[src/rtl/rbs_pkg.sv]
// Package for the ray/box slab block: lane types, divider step, quotient saturation.
// No dependencies; imported by all rtl modules.
`default_nettype none
package rbs_pkg;

    localparam int NumLanes  = 6;
    localparam int NumAxes   = 3;
    localparam int QuoBits   = 32;
    localparam int FracBits  = 16;
    localparam int CfgRegs   = 6;
    localparam int CfgIdxW   = 3;

    localparam logic [CfgIdxW-1:0] RegMinX = 3'd0;
    localparam logic [CfgIdxW-1:0] RegMinY = 3'd1;
    localparam logic [CfgIdxW-1:0] RegMinZ = 3'd2;
    localparam logic [CfgIdxW-1:0] RegMaxX = 3'd3;
    localparam logic [CfgIdxW-1:0] RegMaxY = 3'd4;
    localparam logic [CfgIdxW-1:0] RegMaxZ = 3'd5;

    localparam logic signed [31:0] SatHi = 32'sh7FFF_FFFF;
    localparam logic signed [31:0] SatLo = 32'sh8000_0000;

    typedef struct packed {
        logic dz;     // direction is zero
        logic ovf;    // magnitude quotient >= 2^32
        logic neg;    // quotient sign
        logic nsign;  // numerator negative
        logic nzero;  // numerator zero
    } rbs_flags_t;

    typedef struct packed {
        logic [31:0] rem;
        logic [31:0] dvd;
        logic [31:0] div;
        logic [31:0] q;
        rbs_flags_t  flags;
    } rbs_div_t;

    function automatic rbs_div_t rbs_front_lane(logic signed [31:0] corner,
                                                logic signed [31:0] orig,
                                                logic signed [31:0] dir);
        logic signed [32:0] num;
        logic [31:0]        an;
        logic [31:0]        ad;
        rbs_div_t           r;
        num = 33'(corner) - 33'(orig);
        an  = num[32] ? 32'(-num) : num[31:0];
        ad  = dir[31] ? 32'(-33'(dir)) : dir;
        r.flags.dz    = (dir == '0);
        r.flags.ovf   = ({16'b0, an[31:16]} >= ad);
        r.flags.nsign = num[32];
        r.flags.neg   = num[32] ^ dir[31];
        r.flags.nzero = (num == '0);
        r.rem = {16'b0, an[31:16]};
        r.dvd = {an[15:0], 16'b0};
        r.div = ad;
        r.q   = '0;
        return r;
    endfunction

    function automatic rbs_div_t rbs_div_step(rbs_div_t a);
        logic [32:0] t;
        logic [32:0] d;
        logic        ge;
        rbs_div_t    r;
        t  = {a.rem, a.dvd[31]};
        d  = {1'b0, a.div};
        ge = (t >= d);
        r       = a;
        r.rem   = ge ? 32'(t - d) : t[31:0];
        r.dvd   = {a.dvd[30:0], 1'b0};
        r.q     = {a.q[30:0], ge};
        return r;
    endfunction

    function automatic logic signed [31:0] rbs_saturate(logic [31:0] q, rbs_flags_t f);
        logic signed [31:0] r;
        if (f.dz) begin
            if (f.nzero)
                r = '0;
            else
                r = f.nsign ? SatLo : SatHi;
        end else if (f.ovf) begin
            r = f.neg ? SatLo : SatHi;
        end else if (f.neg) begin
            r = (q > 32'h8000_0000) ? SatLo : 32'(-33'(q));
        end else begin
            r = (q > 32'h7FFF_FFFF) ? SatHi : q;
        end
        return r;
    endfunction

endpackage
`default_nettype wire

[src/rtl/rbs_merge.sv]
// Saturation, per-axis near/far, then max of nears and min of fars; two stages.
// Depends on rbs_pkg.
`default_nettype none
module rbs_merge (
    input  wire logic                 clk,
    input  wire logic                 en,
    input  wire logic [31:0]          q     [rbs_pkg::NumLanes],
    input  wire rbs_pkg::rbs_flags_t  flags [rbs_pkg::NumLanes],
    output logic signed [31:0]        t_enter,
    output logic signed [31:0]        t_exit
);
    import rbs_pkg::*;

    logic signed [31:0] near_reg [NumAxes];
    logic signed [31:0] far_reg  [NumAxes];
    logic signed [31:0] enter_reg;
    logic signed [31:0] exit_reg;
    logic signed [31:0] t0 [NumAxes];
    logic signed [31:0] t1 [NumAxes];
    logic signed [31:0] enter_next;
    logic signed [31:0] exit_next;

    always_comb
    begin
        for (int a = 0; a < NumAxes; a++)
        begin
            t0[a] = rbs_saturate(q[2*a], flags[2*a]);
            t1[a] = rbs_saturate(q[2*a+1], flags[2*a+1]);
        end
        enter_next = near_reg[0];
        exit_next  = far_reg[0];
        for (int a = 1; a < NumAxes; a++)
        begin
            if (near_reg[a] > enter_next)
                enter_next = near_reg[a];
            if (far_reg[a] < exit_next)
                exit_next = far_reg[a];
        end
    end

    always_ff @(posedge clk)
    begin
        if (en)
        begin
            for (int a = 0; a < NumAxes; a++)
            begin
                near_reg[a] <= (t0[a] < t1[a]) ? t0[a] : t1[a];
                far_reg[a]  <= (t0[a] > t1[a]) ? t0[a] : t1[a];
            end
            enter_reg <= enter_next;
            exit_reg  <= exit_next;
        end
    end

    assign t_enter = enter_reg;
    assign t_exit  = exit_reg;

endmodule
`default_nettype wire

[config.mk]
export PLATFORM = sky130hd
export DESIGN_NAME = rbs_merge
export DESIGN_NICKNAME = d
export VERILOG_FILES = /design/src/rtl/rbs_pkg.sv /design/src/rtl/rbs_merge.sv
export SDC_FILE = /design/constraint.sdc
export NUM_CORES = 1
export LEC_CHECK = 0
export ABC_AREA = 1
export BUFFER_PORTS_ARGS = -buffer_cell sky130_fd_sc_hd__buf_2
export CAP_MARGIN = 30
export CORE_ASPECT_RATIO = 0.7
export CORE_UTILIZATION = 35
export CTS_CLUSTER_DIAMETER = 80
export DETAILED_ROUTE_END_ITERATION = 10
export PLACE_DENSITY = 0.56
export SLEW_MARGIN = 30
export SYNTH_ARGS = -nofsm -noshare
export SYNTH_HDL_FRONTEND = slang
export SYNTH_SLANG_ARGS = --single-unit
[constraint.sdc]
create_clock -name clk -period 6.1 [get_ports clk]
set_input_delay 0.61 -clock clk [delete_from_list [all_inputs] [get_ports clk]]
set_output_delay 0.61 -clock clk [all_outputs]
set_load 0.02 [all_outputs]
Word-level counts from Yosys, hierarchy flattened. Memories as Yosys holds them, arrays and structs flattened. Index checks and enable logic that the tools add are counted. W data, S select, Z words.

Register bits: 64. Bits in writable memories: 192. Bits of input ports: 224. Word-level logic and storage cells: 92. Memories: 2.

Add/subtract/negate cells: 6. $lt $le $gt $ge: 22. Mux-type cells: 60.

Memory list: far_reg (words 3, bits a word 32, read ports 3, clocked after memory_dff 0, write ports 3, RTL line rbs_merge.sv:15) `logic signed [31:0] far_reg [NumAxes];`; near_reg (words 3, bits a word 32, read ports 3, clocked after memory_dff 0, write ports 3, RTL line rbs_merge.sv:14) `logic signed [31:0] near_reg [NumAxes];`.

Operators by type and width (number): $mux W32 (58); $gt A32 B31 Y1 const B (6); $gt A32 B32 Y1 const B (6); $neg A32 Y32 (6); $gt A32 B32 Y1 (5); $lt A32 B32 Y1 (5); $mux W1 (2).

Longest topological paths before layout.
Depth after elaboration: 7. Mapped depth: 37. Depth with buffers taken out: 35.

Least setup slack after synthesis. Ideal clock, no wire load.

Kind: input port to flip-flop. Start point: input port q[160] (netlist name). End point: memory far_reg[0][30] (data pin). Setup time: 267 ps. Data arrival time: 4732 ps. Slack: 1101 ps. Stages on the path: 28. Cells stage by stage: inv_1 -> ha_1 -> nand3_4 -> nor3_4 -> nand3_2 -> nor3_4 -> nand3b_2 -> nor2_2 -> nand3_2 -> nor2_4 -> nand2_2 -> o21ai_4 -> nand2_4 -> buf_6 -> o211ai_2 -> nand2_2 -> ha_1 -> nand4_1 -> nor3_1 -> nand2_1 -> nor4_1 -> nand2_1 -> nand3_1 -> xnor2_1 -> nand2_1 -> inv_1 -> clkbuf_1 -> o21ai_0.

RTL lines: start, declared (RTL line rbs_merge.sv:7) `input wire logic [31:0] q [rbs_pkg::NumLanes],`; end, declared (RTL line rbs_merge.sv:15).

==> report_table.html <==
<table>
<tr><th>Metric</th><th>Value</th></tr>
<tr><th colspan="2">STA</th></tr>
<tr><td>Setup TNS Final</td><td>0 ps</td></tr>
<tr><td>Min Hold Slack</td><td>552 ps</td></tr>
<tr><td>Remaining max-slew budget at the tightest pin</td><td>0.235</td></tr>
<tr><td>Final count of hold timing violations</td><td>0</td></tr>
<tr><td>Setup violation total in the final timing report</td><td>0</td></tr>
<tr><td>Maximum clock rate</td><td>176 MHz</td></tr>
<tr><td>Period utilisation layout</td><td>0.931</td></tr>
<tr><td>Maximum clock skew at final layout</td><td>43.8 ps</td></tr>
<tr><td>Shortest clock period the worst path allows after layout</td><td>5680 ps</td></tr>
<tr><td>Slew at the pin closest to its max-slew limit</td><td>around 1100 ps</td></tr>
<tr><td>Slew Limit Fails</td><td>0</td></tr>
<tr><td>Setup repair after global routing missed its margin</td><td>no</td></tr>
<tr><th colspan="2">Setup path</th></tr>
<tr><td>Peak per-stage delay on the critical path</td><td>between 400 and 500 ps</td></tr>
<tr><td>CP arrival</td><td>6000 ps</td></tr>
<tr><td>CP max FO</td><td>48</td></tr>
<tr><td>Slowest-stage cell, CP</td><td>edfxtp_1</td></tr>
<tr><td>CP Data Required Time</td><td>6410 ps</td></tr>
<tr><td>Critical path launch point type</td><td>flop</td></tr>
<tr><td>Cell type with the highest occurrence count on the critical path</td><td>a21oi_1</td></tr>
<tr><td>Crit path kind</td><td>flop to flop</td></tr>
<tr><td>Critical Path End Type</td><td>flop</td></tr>
<tr><th colspan="2">Power and ir drop</th></tr>
<tr><td>Portion of total power attributed to sequential cells</td><td>0.299</td></tr>
<tr><td>Pint</td><td>about 5.4 mW</td></tr>
<tr><td>Net switching share of the total power</td><td>0.464</td></tr>
<tr><td>Maximum vdd drop</td><td>approximately 0.00031 V</td></tr>
<tr><td>Pwr dens</td><td>353 nW/um2</td></tr>
<tr><td>Logic gate share of total power</td><td>0.525</td></tr>
<tr><td>Leak Pwr</td><td>12.7 nW</td></tr>
<tr><td>Total chip power</td><td>about 10 mW</td></tr>
<tr><td>Clk pwr share</td><td>0.176</td></tr>
<tr><td>P_sw</td><td>4.69 mW</td></tr>
<tr><th colspan="2">Global route</th></tr>
<tr><td>Via count of the first global-routing pass</td><td>~22,000</td></tr>
<tr><td>Number of antenna violations at the first check in global routing</td><td>0</td></tr>
<tr><td>First-pass GRT wire length</td><td>~140,000 um</td></tr>
<tr><td>Global-route congestion overflow total</td><td>0</td></tr>
<tr><td>Maximum number of pins on one net before global-route repair</td><td>approximately 160</td></tr>
<tr><td>GRT Overall Usage</td><td>0.242</td></tr>
<tr><th colspan="2">Outcome</th></tr>
<tr><td>Status</td><td>finished, final reports clean</td></tr>
<tr><th colspan="2">CTS</th></tr>
<tr><td>TritonCTS clock tree</td><td>yes</td></tr>
<tr><td>Clock input transition at the sequential cells of the worst setup and hold paths</td><td>60 ps</td></tr>
<tr><td>Number of buffers between clock root and the deepest sink</td><td>3</td></tr>
<tr><td>Maximum level of the CTS H-tree</td><td>1</td></tr>
<tr><td>Skew-Pair Late Insertion Delay</td><td>590 ps</td></tr>
<tr><td>Total clock sinks</td><td>256</td></tr>
<tr><td>Number of buffers created by CTS</td><td>28</td></tr>
<tr><td>Number of buffers inserted for hold repair after clock tree synthesis</td><td>0</td></tr>
<tr><td>Cell at the root of the clock tree</td><td>clkbuf_16</td></tr>
<tr><th colspan="2">Place</th></tr>
<tr><td>DP Cell Count</td><td>4,576</td></tr>
<tr><td>Routability congestion estimate</td><td>0.968</td></tr>
<tr><td>HPWL after detailed placement</td><td>73,200 um</td></tr>
<tr><td>Port Buffers</td><td>287</td></tr>
<tr><th colspan="2">Synthesis</th></tr>
<tr><td>Largest cells by area after synthesis</td><td>edfxtp_1, nand2_1, ha_1</td></tr>
<tr><td>Syn Nets</td><td>a little under 4,000</td></tr>
<tr><td>Share of the synthesized area in the top cell type</td><td>0.306</td></tr>
<tr><td>Mean instance size in the synthesized netlist</td><td>approximately 7.3 um2</td></tr>
<tr><td>Number of synthesized register bits</td><td>256</td></tr>
<tr><td>Most instantiated library cell after synthesis</td><td>nand2_1</td></tr>
<tr><td>Cell Area, Synth</td><td>25,100 um2</td></tr>
<tr><td>Number of enable-type register cells in the synthesized netlist</td><td>256</td></tr>
<tr><td>Top cell type by total area after synthesis</td><td>edfxtp_1</td></tr>
<tr><td>Top flip-flop cell by instance count after synthesis</td><td>edfxtp_1</td></tr>
<tr><td>Synth cell types</td><td>72</td></tr>
<tr><td>Cell count after synthesis</td><td>3,432</td></tr>
<tr><td>Synth async-reset ratio</td><td>0</td></tr>
<tr><td>Count of yosys warnings during synthesis</td><td>0</td></tr>
<tr><td>Commonest cells post-synth</td><td>nand2_1, o21ai_0, inv_1, edfxtp_1, ha_1</td></tr>
<tr><td>Seq/Total Area, Yosys</td><td>0.306</td></tr>
<tr><th colspan="2">Die</th></tr>
<tr><td>Core area</td><td>70,400 um2</td></tr>
<tr><td>Effective utilization at floorplan</td><td>0.357</td></tr>
<tr><td>Die area</td><td>roughly 73,000 um2</td></tr>
<tr><td>I/O pin count</td><td>288</td></tr>
<tr><td>Site Rows</td><td>81</td></tr>
<tr><td>Die span in x</td><td>~320 um</td></tr>
<tr><td>Vertical extent of the die</td><td>226 um</td></tr>
<tr><th colspan="2">Route</th></tr>
<tr><td>Via Count</td><td>24,712</td></tr>
<tr><td>Residual DRC count</td><td>0</td></tr>
<tr><td>Initial drt markers</td><td>2,730</td></tr>
<tr><td>Routed wire per std cell</td><td>19.5 um</td></tr>
<tr><td>Remaining antenna violation count after routing</td><td>0</td></tr>
<tr><td>Ratio of routed vias to standard cells</td><td>5.34</td></tr>
<tr><td>First drt pass iteration count</td><td>6</td></tr>
<tr><td>Total detailed-routing wirelength</td><td>90,000 um</td></tr>
<tr><th colspan="2">Final layout</th></tr>
<tr><td>Fin cells</td><td>4,629</td></tr>
<tr><td>Signed area change from the synthesized netlist to the final layout</td><td>13.9%</td></tr>
<tr><td>Fraction of final layout cells sized beyond drive strength 1</td><td>0.153</td></tr>
<tr><td>Final net count</td><td>a little over 4,000</td></tr>
<tr><td>Fillers</td><td>7,363</td></tr>
<tr><th colspan="2">Run</th></tr>
<tr><td>Max cap viols</td><td>0</td></tr>
<tr><th colspan="2">Worst hold path</th></tr>
<tr><td>Worst min-delay path category</td><td>input pin to flop</td></tr>
</table>
-- layout make-up --
type | count | area, um2 | share of cell area
Tap cell | 954 | 1190 | 0.0417
Multi-Input combinational cell | 2636 | 15300 | 0.535
Sequential cell | 256 | 7690 | 0.268
Inverter | 370 | 1390 | 0.0485
Timing Repair Buffer | 362 | 2110 | 0.0736
Clock inverter | 17 | 208 | 0.00725
Clock buffer | 33 | 719 | 0.0251
Antenna cell | 1 | 2.50 | 0.0000873
-- timing repair --
item                                    in CTS  in global routing
endpoints found under the hold margin        0                  0
buffers inserted                             0                  1
gates resized for setup                      0                  2
endpoints found under the setup margin       0                 17
-- worst paths after layout --
| kind | start | endpoint | slack, ps | depth (start not counted) |
|---|---|---|---|---|
| setup / recovery | near_reg[0][35] | t_enter[20] | 420 | 30 |
| hold / removal | flags[6] | near_reg[0][95] | 550 | 5 |
| setup reg to reg | near_reg[0][35] | t_enter[20] | 420 | 30 |
| hold reg to reg | near_reg[0][74] | t_enter[10] | 580 | 2 |
-- logic make-up after synthesis --
logic type                 count (synthesis)  synth area share
AOI/OAI and AO/OA                        892             0.201
xor gates and xnor gates                 116            0.0407
adders and majority gates                228             0.113
buffers and inverters                    540            0.0856
DFF                                      256             0.306
muxes                                      1          0.000398
and+or+nand+nor                         1399             0.254
-- critical path, delay by kind of cell, from the launching register on --
kind,cells,cell delay [ps]
AO/OA/AOI/OAI,15,2360
adder cells (fa/ha/maj),2,700
buffers and inverters,6,1110
flip-flops,1,470
AND/OR/NAND/NOR,7,730
-- placed cells by master, fill, tap and decap left out, types with 26 or more instances in the layout --
master and instances:
a21oi_1 207, buf_2 286, buf_4 67, clkbuf_16 28, edfxtp_1 256, ha_1 228
inv_1 338, nand2_1 764, nand3_1 197, nand4_1 34, nor2_1 182, nor3_1 83
nor4_1 26, o21ai_0 383, o21ai_1 103, o22ai_1 30, o31ai_1 61, xnor2_1 30
xor2_1 84
-- per-stage QoR --
stage | area [um2] | worst slack, ps | utilization
2_1_floorplan | 25100 | 1100 | -
3_3_place_gp | 27700 | 308 | 0.393
3_5_place_dp | 27700 | 214 | 0.393
4_1_cts | 28600 | 228 | 0.407
5_1_grt | 28700 | 96.7 | 0.407
6_report | 28700 | 420 | 0.407
-- power groups by stage --
stage / Sequential [mW] / Clock (mW) / Combinational [mW]
after global placement: 3.08 / 0 / 5.18
after floorplan: 3.18 / 0 / 2.98
after CTS: 3.04 / 1.80 / 5.24
final: 3.03 / 1.78 / 5.31
after global routing: 3.07 / 1.87 / 5.91
after detailed placement: 3.07 / 0 / 5.22
-- metal layers --
metal / routed length [um] / vias up / GRT usage
li1: - / 12341 / -
met1: 45200 / 11483 / 0.386
met2: 36800 / 839 / 0.346
met3: 7490 / 49 / 0.0415
met4: 606 / 0 / 0.0171
met5: 0 / - / 0
Power figures use the tool's default switching activity.
