`config.mk`:
```
export PLATFORM = sky130hd
export DESIGN_NAME = rbs_front
export DESIGN_NICKNAME = d
export VERILOG_FILES = /design/src/rtl/rbs_pkg.sv /design/src/rtl/rbs_front.sv
export SDC_FILE = /design/constraint.sdc
export NUM_CORES = 1
export LEC_CHECK = 0
export BUFFER_PORTS_ARGS = -buffer_cell sky130_fd_sc_hd__buf_2
export CORE_AREA = 5 5 453 455
export CTS_CLUSTER_SIZE = 28
export DETAILED_ROUTE_END_ITERATION = 7
export DIE_AREA = 0 0 458 460
export MAX_ROUTING_LAYER = met4
export PLACE_DENSITY = 0.46
export SLEW_MARGIN = 20
export SYNTH_ARGS = -nofsm -noshare
export SYNTH_HDL_FRONTEND = slang
export SYNTH_SLANG_ARGS = --single-unit
```
`constraint.sdc`:
```
create_clock -name clk -period 8.1 [get_ports clk]
set_input_delay 1.215 -clock clk [delete_from_list [all_inputs] [get_ports clk]]
set_output_delay 1.215 -clock clk [all_outputs]
set_load 0.02 [all_outputs]
```
`src/rtl/rbs_pkg.sv`:
```
// Package for the ray/box slab block: lane types, divider step, quotient saturation.
// No dependencies; imported by all rtl modules.
`default_nettype none
package rbs_pkg;

    localparam int NumLanes  = 6;
    localparam int NumAxes   = 3;
    localparam int QuoBits   = 32;
    localparam int FracBits  = 16;
    localparam int CfgRegs   = 6;
    localparam int CfgIdxW   = 3;

    localparam logic [CfgIdxW-1:0] RegMinX = 3'd0;
    localparam logic [CfgIdxW-1:0] RegMinY = 3'd1;
    localparam logic [CfgIdxW-1:0] RegMinZ = 3'd2;
    localparam logic [CfgIdxW-1:0] RegMaxX = 3'd3;
    localparam logic [CfgIdxW-1:0] RegMaxY = 3'd4;
    localparam logic [CfgIdxW-1:0] RegMaxZ = 3'd5;

    localparam logic signed [31:0] SatHi = 32'sh7FFF_FFFF;
    localparam logic signed [31:0] SatLo = 32'sh8000_0000;

    typedef struct packed {
        logic dz;     // direction is zero
        logic ovf;    // magnitude quotient >= 2^32
        logic neg;    // quotient sign
        logic nsign;  // numerator negative
        logic nzero;  // numerator zero
    } rbs_flags_t;

    typedef struct packed {
        logic [31:0] rem;
        logic [31:0] dvd;
        logic [31:0] div;
        logic [31:0] q;
        rbs_flags_t  flags;
    } rbs_div_t;

    function automatic rbs_div_t rbs_front_lane(logic signed [31:0] corner,
                                                logic signed [31:0] orig,
                                                logic signed [31:0] dir);
        logic signed [32:0] num;
        logic [31:0]        an;
        logic [31:0]        ad;
        rbs_div_t           r;
        num = 33'(corner) - 33'(orig);
        an  = num[32] ? 32'(-num) : num[31:0];
        ad  = dir[31] ? 32'(-33'(dir)) : dir;
        r.flags.dz    = (dir == '0);
        r.flags.ovf   = ({16'b0, an[31:16]} >= ad);
        r.flags.nsign = num[32];
        r.flags.neg   = num[32] ^ dir[31];
        r.flags.nzero = (num == '0);
        r.rem = {16'b0, an[31:16]};
        r.dvd = {an[15:0], 16'b0};
        r.div = ad;
        r.q   = '0;
        return r;
    endfunction

    function automatic rbs_div_t rbs_div_step(rbs_div_t a);
        logic [32:0] t;
        logic [32:0] d;
        logic        ge;
        rbs_div_t    r;
        t  = {a.rem, a.dvd[31]};
        d  = {1'b0, a.div};
        ge = (t >= d);
        r       = a;
        r.rem   = ge ? 32'(t - d) : t[31:0];
        r.dvd   = {a.dvd[30:0], 1'b0};
        r.q     = {a.q[30:0], ge};
        return r;
    endfunction

    function automatic logic signed [31:0] rbs_saturate(logic [31:0] q, rbs_flags_t f);
        logic signed [31:0] r;
        if (f.dz) begin
            if (f.nzero)
                r = '0;
            else
                r = f.nsign ? SatLo : SatHi;
        end else if (f.ovf) begin
            r = f.neg ? SatLo : SatHi;
        end else if (f.neg) begin
            r = (q > 32'h8000_0000) ? SatLo : 32'(-33'(q));
        end else begin
            r = (q > 32'h7FFF_FFFF) ? SatHi : q;
        end
        return r;
    endfunction

endpackage
`default_nettype wire

```
`src/rtl/rbs_front.sv`:
```
// Front stage: corner-origin differences, magnitudes and divider seeds for six lanes.
// Depends on rbs_pkg.
`default_nettype none
module rbs_front (
    input  wire logic                      clk,
    input  wire logic                      en,
    input  wire logic signed [31:0]        corner [rbs_pkg::NumLanes],
    input  wire logic signed [31:0]        orig   [rbs_pkg::NumAxes],
    input  wire logic signed [31:0]        dir    [rbs_pkg::NumAxes],
    output rbs_pkg::rbs_div_t              lane_out [rbs_pkg::NumLanes]
);
    import rbs_pkg::*;

    rbs_div_t lane_reg [NumLanes];

    always_ff @(posedge clk)
    begin
        if (en)
        begin
            for (int i = 0; i < NumLanes; i++)
            begin
                lane_reg[i] <= rbs_front_lane(corner[i], orig[i/2], dir[i/2]);
            end
        end
    end

    assign lane_out = lane_reg;

endmodule
`default_nettype wire

```
; Word-level counts from Yosys, hierarchy flattened
; Index checks and enable logic that the tools add are counted.
[word_totals]
reg_bits = 315
out_inout_bits = 798
wordCells = 87
[classes]
add_sub_neg = 15
order_cmp = 6
muxes = 9
bitwise_logic = 6
n_reduce_logical = 9
[ops]
columns = operator, n
row1 = 32-bit 2-to-1 mux, 9
row2 = 32-bit negator, 9
row3 = 33-bit logical NOT, 6
row4 = 32-bit by 32-bit subtractor with 33-bit output, 6
row5 = 16-bit by 32-bit >= comparator with 1-bit output, 6
row6 = 32-bit logical NOT, 3
row7 = 1-bit bitwise XOR, 6

; Depth between registers and ports, before layout
; Gate-level depths: netlist of run 1.
[depth]
word_depth = 4
mapped_depth = 26
mapped_depth_nobuf = 25

; Least setup slack after synthesis of run 1
; No wires, ideal clock.
[synth_timing]
path_type = input to register
start = input corner[160] in the netlist's numbering
end = register lane_reg, in the netlist lane_out[668], data pin
setup_time_ns = 0.261
t_arrival_ns = 5.684
t_required_ns = 7.839
setup_slack_ns = 2.155
stages = 22
path_buffers = 0
path_cell_list = inv_1 ha_1 fa_1 nand2b_1 a2111oi_2 nor2_1 xnor2_1 a2111oi_1 nand3_1 nor4_2 nor2_1 xnor2_1 ha_1 a21o_1 a21o_1 a21o_1 a21o_1 a21o_1 a21o_1 a21oi_1 or3_1 a21oi_1
[synth_between]
elab_chain_len = 4
[synth_rtl]
columns = item, line
row1 = "start, declared", rbs_front.sv:7  ; input wire logic signed [31:0] corner [rbs_pkg::NumLanes],
row2 = 32-bit by 32-bit subtractor with 33-bit output *, rbs_pkg.sv:46  ; num = 33'(corner) - 33'(orig);
row3 = 32-bit negator, rbs_pkg.sv:47  ; an = num[32] ? 32'(-num) : num[31:0];
row4 = 32-bit 2-to-1 mux *, rbs_pkg.sv:47
row5 = 16-bit by 32-bit >= comparator with 1-bit output *, rbs_pkg.sv:50  ; r.flags.ovf = ({16'b0, an[31:16]} >= ad);
row6 = "end signal, assigned by index", rbs_front.sv:22  ; lane_reg[i] <= rbs_front_lane(corner[i], orig[i/2], dir[i/2]);
row7 = "end, declared", rbs_front.sv:14  ; rbs_div_t lane_reg [NumLanes];
; Every way passes the cells marked *; elsewhere a longest branch is shown, timed or not.
; A chain may end at the register's enable or synchronous reset.

; Worst setup path in the final report of run 1
; Ends and elaborated chain as after synthesis.

==> results of run 1 <==
==> cells in the mapped netlist, types with 11 or more instances <==
cell type | n | area, um^2
sky130_fd_sc_hd__a2111oi_0 | 14 | 123
sky130_fd_sc_hd__a211o_1 | 11 | 96.3
sky130_fd_sc_hd__a211oi_1 | 28 | 210
sky130_fd_sc_hd__a21boi_0 | 13 | 97.6
sky130_fd_sc_hd__a21o_1 | 118 | 886
sky130_fd_sc_hd__a21oi_1 | 284 | 1420
sky130_fd_sc_hd__a311oi_1 | 12 | 105
sky130_fd_sc_hd__a31oi_1 | 45 | 282
sky130_fd_sc_hd__a41oi_1 | 12 | 105
sky130_fd_sc_hd__and2_1 | 32 | 200
sky130_fd_sc_hd__and3_1 | 38 | 238
sky130_fd_sc_hd__and4_1 | 11 | 96.3
sky130_fd_sc_hd__buf_4 | 484 | 3630
sky130_fd_sc_hd__clkbuf_1 | 111 | 417
sky130_fd_sc_hd__edfxtp_1 | 315 | 9460
sky130_fd_sc_hd__ha_1 | 297 | 3720
sky130_fd_sc_hd__inv_1 | 219 | 822
sky130_fd_sc_hd__nand2_1 | 250 | 938
sky130_fd_sc_hd__nand2b_1 | 31 | 194
sky130_fd_sc_hd__nand3_1 | 62 | 310
sky130_fd_sc_hd__nand3b_1 | 13 | 97.6
sky130_fd_sc_hd__nand4_1 | 52 | 325
sky130_fd_sc_hd__nor2_1 | 199 | 747
sky130_fd_sc_hd__nor2b_1 | 34 | 213
sky130_fd_sc_hd__nor3_1 | 74 | 370
sky130_fd_sc_hd__nor3b_1 | 13 | 97.6
sky130_fd_sc_hd__nor4_1 | 39 | 244
sky130_fd_sc_hd__nor4b_1 | 14 | 123
sky130_fd_sc_hd__o2111ai_1 | 14 | 123
sky130_fd_sc_hd__o211ai_1 | 29 | 218
sky130_fd_sc_hd__o21a_1 | 41 | 308
sky130_fd_sc_hd__o21ai_0 | 196 | 981
sky130_fd_sc_hd__o21bai_1 | 23 | 173
sky130_fd_sc_hd__o31a_1 | 16 | 140
sky130_fd_sc_hd__o31ai_1 | 62 | 465
sky130_fd_sc_hd__o41ai_1 | 22 | 193
sky130_fd_sc_hd__or2_2 | 18 | 113
sky130_fd_sc_hd__or3_1 | 34 | 213
sky130_fd_sc_hd__or4_1 | 31 | 233
sky130_fd_sc_hd__xnor2_1 | 268 | 2350
sky130_fd_sc_hd__xor2_1 | 137 | 1200
==> cell families (layout without fill, tap and decap cells) <==
kind of cell,count (synthesis),count (layout)
flip-flops,315,315
AO/OA/AOI/OAI,1037,1037
other,1,424
adder cells (fa/ha/maj),303,303
AND/OR/NAND/NOR,971,971
buffers and inverters,822,1120
XOR/XNOR,405,405
multiplexers,8,8
==> per-stage QoR <==
step | instance area, um^2 | hold slack (ns)
6_report | 40200 | 0.943
5_1_grt | 40200 | 0.903
4_1_cts | 40100 | 0.867
3_5_place_dp | 38600 | 1.57
3_3_place_gp | 38600 | 1.56
2_1_floorplan | 35100 | 1.31
==> power breakdown <==
group	total (mW)	switching (mW)	internal, mW
logic	3.77	2.55	1.22
clock network	2.13	0.875	1.25
registers	2.36	0.149	2.21
==> per-layer routing <==
layer  vias up  GRT usage, %
li1      14600             -
met2      1278          27.3
met3       222          2.50
met1     14900          17.7
met5         -             -
met4         0          6.12
==> worst max-delay path by stage <==
stage / from / end / slack [ns] / depth (start not counted)
2_1_floorplan: corner[160] / lane_out[668] / 2.15 / 22
3_3_place_gp: orig[19] / lane_out[3] / 0.78 / 22
3_5_place_dp: orig[19] / lane_out[3] / 0.75 / 22
4_1_cts: orig[19] / lane_out[3] / 1.46 / 22
5_1_grt: corner[160] / lane_out[668] / 1.14 / 23
6_report: corner[160] / lane_out[668] / 1.35 / 23
==> worst max-delay path: cells and delay by family <==
kind / cells / cell delay [ns]
AO/OA/AOI/OAI: 10 / 2.55
XOR/XNOR: 2 / 0.45
adder cells (fa/ha/maj): 3 / 0.90
buffers and inverters: 2 / 0.17
AND/OR/NAND/NOR: 6 / 1.80
==> final cells by class <==
type	instances	area share (%)
Multi-Input combinational cell	3108	51.6
Sequential cell	315	23.5
Timing Repair Buffer	822	10.5
Tap cell	2672	8.31
Clock buffer	50	2.84
Inverter	219	2.04
Clock inverter	29	0.955
Antenna cell	40	0.249
==> flow_results.org, run 1 <==
** Placement
- Half-perimeter wire length after detailed placement :: 149000 um
- Number of buffer cells added on primary ports :: 799
- Global placer's final weighted congestion :: 0.923
- Instance count after placement with tap cells included :: 7136
- Timing analysis after detailed placement gives a worst setup slack of 0.749 ns.

** Min path
- Worst min path class :: in2reg
- Hold path depth :: 2
- In this run the most critical hold path is launched from dir[28].
- Hold worst-path end :: lane_out[198]

** Synth
- Synthesis produced 3862 cells.
- Number of flops mapped to enable cells by yosys :: 315
- Among all flip-flop cells after synthesis, the most frequent one is sky130_fd_sc_hd__edfxtp_1.
- Simple-gate area share of the yosys netlist :: 14.9%
- The synthesized netlist devotes 11.4% of its cell area to adder and majority cells.
- Multiplexer share of the synthesized area :: 0.249%
- Dividing the synthesized area by the synthesized cell count gives 8.72 um^2.
- Proportion of synthesized flip-flops having asynchronous set or reset :: 0%
- Synth Warn # :: 0
- After synthesis the netlist holds a flip-flop and latch count of 315.
- Sequential-to-total area share from yosys stat :: 28.1%
- Post-synthesis compound-gate area fraction :: 20.2%
- Synthesized-area fraction occupied by xor and xnor cells :: 10.5%
- The mapped netlist covers 33700 um^2.
- By area, the combinational part of the netlist is dominated by compound AO/OA/AOI/OAI gates.
- Counting distinct cell types in the post-synthesis netlist gives 95.

** Route
- The highest layer touched by signal routing is met4.
- DRT met1 WL :: 68000 um
- Summed over all nets, wire length on met2 after detailed routing comes to 85400 um.
- Vias :: 31.0k
- Using the TritonRoute via totals, the vias-per-cell ratio works out to 4.27.
- After detailed routing, the met3 layer carries 9500 um of wire.
- Detailed-route wire length per cell :: 23.5 um
- DR iter-0 viols :: 1989
- The detail route stage leaves a number of antenna-violating nets equal to 0.
- The first TritonRoute pass finished after 6 iterations.
- Drc violations :: 0
- The routed design has 170000 um of wire.

** CTS
- In this run the clock root is driven by a sky130_fd_sc_hd__clkbuf_16.
- H-tree level count :: 2
- CTS tree :: yes
- Number of buffers added for setup after CTS :: 0
- In this run, post-CTS hold repair placed 0 buffers.
- CTS buffer count :: 44
- Clock edge transition at the registers on the reported setup and hold paths :: 0.06 ns
- No sink is reached through more buffers than the 3 on the longest clock path.
- The clock net in this run drives a total of 315 sinks.
- Post-cts resize count :: 0

** Final layout
- The filler cells instantiated in the layout total 22.4k.
- Cell Count, Final, Fillers Out :: 7255
- Most frequent cells in the layout :: sky130_fd_sc_hd__buf_2 (798), sky130_fd_sc_hd__conb_1 (384), sky130_fd_sc_hd__edfxtp_1 (315)
- Summing all multi-input logic gate instances after layout gives 20800 um^2.
- Commonest non-fill, non-tap cell in the layout :: sky130_fd_sc_hd__buf_2
- Summing all flip-flop and latch instances after layout gives 9460 um^2.
- The post-route netlist has 20.9% of its cells at a drive strength greater than 1.
- For this run, the share of the core covered by cells in the final layout is 20.0%.
- The final layout contains 5199 nets.
- The area growth from synthesis to layout is 19.4%.
- Flip-flop count of the largest register, all copies and words added :: 315

** Floorplan
- For this design the top-level I/O count stands at 1184.
- In this run the horizontal extent of the chip is 458 um.
- Effective utilization at floorplan :: 16.8%
- The die is 460 um tall.
- The core region is 201000 um^2.
- The die covers 211000 um^2.
- The floorplan has 165 rows.

** Pwr
- Power comes to 8.25 mW.
- Worst vdd ir :: 0.145 mV
- Power Dens Cells :: 205 nW/um^2
- Static leakage power :: 17.3 nW

** STA
- Peak Freq :: 148 MHz
- Least-Margin Pin Slew :: 1.01 ns
- Subtracting the final worst setup slack from the clock period gives 6.75 ns.
- Setup total negative slack :: 0 ns
- Final number of max-transition violations :: 0
- Measured against its own limit, the worst slew margin works out to 31.8%.
- Share of the cycle needed by the critical path after routing :: 83.4%
- The hold violation count in the final report came to 0.
- In the post-route analysis, the smallest setup slack over all paths is 1.35 ns.
- RSZ-0062 raised after global routing :: false
- Setup-violating endpoint count in the final report :: 0

** GRT
- Total grt overflow :: 0
- Entering global routing, the biggest net connects 118 pins.
- Initial antenna violation count :: 68
- The first global-routing pass estimated 229000 um of wire.
- Global routing used 15.5% of the available tracks across all layers.
- Number of global-route vias before repair :: 29.8k

** Critical path
- The most numerous cell type found on the critical path is sky130_fd_sc_hd__a21o_1.
- STA classifies the critical path startpoint as a primary input.
- Slowest stage cell, crit path :: sky130_fd_sc_hd__nor4_2
- Slowest cell delay on critical path :: 0.87 ns
- By startpoint and endpoint, the worst setup path is classified as in2reg.
- Data on the critical path is required at its endpoint by 8.47 ns.
- Crit. End Element :: flip-flop
- CP arrival :: 7.12 ns
- Along the worst path, the maximum fanout reaches 5.
- Cell-by-cell listing of the critical path :: buf_2, inv_1, ha_1, fa_1, nand2b_1, a2111oi_2, nor2_1, xnor2_1, a2111oi_1, nand3_1, nor4_2, nor2_1, xnor2_1, ha_1, a21o_1, a21o_1, a21o_1, a21o_1, a21o_1, a21o_1, a21oi_1, or3_1, a21oi_1

** Run status
- Result of the run :: completed

** Job
- Max-cap violations in this run came to 0.
No activity file was read; power rests on OpenSTA's default activity.
==> run 2, diff against run 1 <==
- ABC_AREA: unset -> 1
- CORE_AREA: 5 5 453 455 -> 5 5 462 464
- DIE_AREA: 0 0 458 460 -> 0 0 467 469
- PLACE_DENSITY: 0.46 -> 0.49
- clock period: 8.1 -> 6 ns (I/O delays scaled with it)
==> run 2 against run 1 <==
Against the previous run: die area rose by 4.0%; flip-flop and latch count did not move; combinational power rose by 45%; via count rose by 29%; hold slack got worse by 0.44 ns; design area rose by 15%; critical path type unchanged; critical endpoint is now lane_out[402]; largest power group unchanged.
==> flow_results.org, run 2 <==
** Run status
- The run finished with clean final reports.

** GRT
- The initial antenna violation count is 21 (-69%).
- The global route total overflow came to 0 (unchanged).
- Wire length of the first global-routing pass :: 257000 um (+12%)
- Total Routing Usage GR :: 16.4% (+0.81 points)
- The via count of the first global-routing pass is 38.6k (+30%).
- The pin count of the biggest net entering global routing came to 118 (unchanged).

** Synth
- Sequential-to-total area share from yosys stat :: 24.0% (-4.1 points)
- Number of flops mapped to enable cells by yosys :: 315 (unchanged)
- The cell count after synthesis was 6181 (+60%).
- The count of state elements after synthesis is 315 (unchanged).
- The number of synthesis warnings was 0 (unchanged).
- The post-synthesis cell type count is 48 (-49%).
- Average instance area after synthesis :: 6.38 um^2 (-27%)
- In the synthesized netlist the dominant register cell turns out to be sky130_fd_sc_hd__edfxtp_1.
- List of most frequent post-synthesis cells :: sky130_fd_sc_hd__nand2_1 (2000), sky130_fd_sc_hd__inv_1 (1127), sky130_fd_sc_hd__nor2_1 (551), sky130_fd_sc_hd__buf_4 (489), sky130_fd_sc_hd__nand3_1 (397)
- The portion of synthesized cell area occupied by the leading cell type came to 24.0% (-4.1 points).
- By area the synthesized netlist is led by sky130_fd_sc_hd__edfxtp_1 (24%), sky130_fd_sc_hd__nand2_1 (19%), sky130_fd_sc_hd__inv_1 (11%).
- sky130_fd_sc_hd__nand2_1 is the most common cell in the netlist.
- The largest total area in the synthesized netlist belongs to sky130_fd_sc_hd__edfxtp_1.
- The cell area after synthesis was 39400 um^2 (+17%).
- Proportion of synthesized flip-flops having asynchronous set or reset :: 0% (unchanged)

** Final layout
- Flip-flop count of the largest register, all copies and words added :: 315 (unchanged)
- Fraction of layout cells with a size suffix above 1 :: 14.8% (-6.1 points)
- Count of nets after finishing :: 7600 (+46%)
- The area growth from synthesis to layout is 17.5%.
- The library cells used most frequently in the layout, excluding fill and tap cells, are sky130_fd_sc_hd__nand2_1 (2000), sky130_fd_sc_hd__inv_1 (1127), sky130_fd_sc_hd__buf_2 (798).
- Leaving out fill and tap cells, the most frequent cell in the layout is sky130_fd_sc_hd__nand2_1.
- Fillcell total :: 23.9k (+6.6%)
- The area used by multi-input combinational logic came to 23300 um^2 (+12%).
- The register area came to 9460 um^2 (unchanged).
- The final instance area is 46300 um^2 (+15%).

** CTS
- The post-cts hold buffer count was 0 (unchanged).
- CTS buffer count :: 46 (+4.5%)
- The maximum root-to-sink buffer count came to 3 (unchanged).
- Number of buffers added for setup after CTS :: 0 (unchanged)
- # clock sinks :: 315 (unchanged)
- CTS tree :: yes
- Buffer type at the clock tree root :: sky130_fd_sc_hd__clkbuf_16
- The number of resized instances in the post-cts repair step was 0 (unchanged).
- H-tree level count :: 2 (unchanged)
- The clock edge transition at the registers on the reported setup and hold paths was 0.06 ns (about the same).

** Critical path
- The highest cell delay on the worst timing path is 0.47 ns (-0.40 ns).
- The required time at the worst-slack endpoint is 6.41 ns (-2.06 ns).
- The endpoint arrival time on the critical path came to 5.00 ns (-2.12 ns).
- Maximum net fanout on the critical path :: 24 (+19)
- The worst setup path is of the in2reg kind.
- The slowest stage of the critical path belongs to the cell sky130_fd_sc_hd__inv_2.
- Largest delay contributor family on the critical path :: simple AND/OR/NAND/NOR gates
- The worst setup path is captured at a flip-flop.
- STA classifies the critical path startpoint as a primary input.
- The count of buffer and inverter cells on the critical path came to 3 (+1).

** Route
- The detailed router's first-iteration violation count came to 2816 (+42%).
- First-pass DRT Iterations :: 6 (unchanged)
- The number of antenna-violating nets in the routed design is 0 (unchanged).
- Drc violations :: 0 (unchanged)
- The average wire per standard cell was 18.9 um (-20%).
- The via count normalized by instance count came to 4.10 (-4.2%).
- Vias :: 40.0k (+29%)
- Final Routed Wirelength :: 184000 um (+8.2%)

** Pwr
- The worst ir drop on vdd is 0.203 mV (+40%).
- Power Dens Cells :: 251 nW/um^2 (+23%)
- The leakage dissipation came to 25.2 nW (+46%).

** STA
- Least-Margin Pin Slew :: 1.01 ns (+0.000587 ns)
- Counting I/O delays and the setup requirement, the final critical path takes 4.59 ns.
- The number of setup violations in the final report was 0 (unchanged).
- Final number of max-transition violations :: 0 (unchanged)
- The hold violation count in the final report came to 0 (unchanged).
- Dividing the final minimum period by the clock period gives 76.6%.
- Peak Freq :: 218 MHz
- The sum of negative setup slack is 0 ns (unchanged).
- Setup repair after global routing left no endpoint under its margin.
- The remaining max-slew budget at the tightest pin was 32.7% (+0.91 points).

** Min path
- The worst hold path begins at dir[64].
- Hold worst-path end :: lane_out[569]
- The min-delay analysis places its worst path in the category in2reg.
- Hold path depth :: 1 (-1)

** Floorplan
- The top-level port count came to 1184 (unchanged).
- Die height :: 469 um (+2.0%)
- The count of standard-cell rows was 168 (+1.8%).
- The total die area is 219000 um^2 (+4.0%).
- Width of the die :: 467 um (+2.0%)
- Std-Cell Core Area :: 209000 um^2 (+3.9%)
- The starting utilization of the core area is 18.9% (+2.1 points).

** Placement
- The final HPWL from detailed placement is 162000 um (+8.3%).
- Placement Cell Area :: 44700 um^2 (+16%)
- Number of buffer cells added on primary ports :: 799 (unchanged)
- Global placer's final weighted congestion :: 0.968 (+4.8%)

** Job
- The total of max-cap violations is 0 (unchanged).
-- run 2: cell types whose count changed in the layout (fill, tap and decap cells not counted), moves of 42 or more --
| cell | change |
|---|---|
| sky130_fd_sc_hd__a21oi_1 | -88 |
| sky130_fd_sc_hd__nand2_1 | +1750 |
| sky130_fd_sc_hd__nand3_1 | +335 |
| sky130_fd_sc_hd__xor2_1 | +42 |
| sky130_fd_sc_hd__nand4_1 | +43 |
| sky130_fd_sc_hd__nor2_1 | +352 |
| sky130_fd_sc_hd__xnor2_1 | -216 |
| sky130_fd_sc_hd__inv_1 | +908 |
| sky130_fd_sc_hd__a21o_1 | -115 |
| sky130_fd_sc_hd__nand2_2 | +46 |
| sky130_fd_sc_hd__nand3b_1 | +47 |
| sky130_fd_sc_hd__o31ai_1 | -57 |
| sky130_fd_sc_hd__o21ai_0 | -104 |
-- run 2: routing by layer --
layer | vias to the layer above | GRT usage (%) | share of wire, %
li1 | 19900 | - | -
met1 | 18400 | 19.3 | 42
met2 | 1422 | 28.6 | 49
met3 | 212 | 1.95 | 5.3
met4 | 0 | 5.79 | 4.2
met5 | - | - | 0
-- run 2: layout make-up --
type / instances / area share, %
Multi-Input combinational cell: 4592 / 50.3
Sequential cell: 315 / 20.4
Inverter: 1142 / 9.26
Timing Repair Buffer: 814 / 8.96
Tap cell: 2805 / 7.58
Clock buffer: 52 / 2.54
Clock inverter: 34 / 0.905
Antenna cell: 9 / 0.0487
-- run 2: worst max path at each step --
| stage | slack (ns) | start | depth (start not counted) | end |
|---|---|---|---|---|
| after floorplan | 1.90 | corner[64] | 30 | lane_out[269] |
| after global placement | 0.75 | corner[0] | 31 | lane_out[3] |
| after detailed placement | 0.72 | orig[32] | 27 | lane_out[402] |
| after CTS | 1.48 | orig[32] | 27 | lane_out[402] |
| after global routing | 1.07 | orig[83] | 27 | lane_out[535] |
| final | 1.41 | orig[32] | 27 | lane_out[402] |
-- run 2: where the power goes --
group	switching [mW]	total, mW	internal, mW
sequential	0.211	3.17	2.96
clock	1.31	3.01	1.70
combinational	3.91	5.46	1.55
total	5.43	11.6	6.21
-- run 2: cells by family after synthesis --
logic type                 Yosys count  synth area share [%]
xor gates and xnor gates           235                  5.30
adders and majority gates          303                  9.73
buffers and inverters             1657                  20.6
other                                1               0.00952
and+or+nand+nor                   3310                  35.4
AOI/OAI and AO/OA                  360                  4.95
DFF                                315                  24.0
-- run 2: metrics by stage --
stage	hold WS (ns)	std cells	utilization, %	setup WS, ns	total power, mW
floorplan	0.999	6564	-	1.90	6.87
global placement	1.17	9668	21.4	0.748	8.71
detailed placement	1.17	9668	21.4	0.717	8.72
CTS	0.416	9754	22.2	1.48	11.9
global route	0.429	9761	22.2	1.07	12.5
finish	0.505	9763	22.2	1.41	11.6
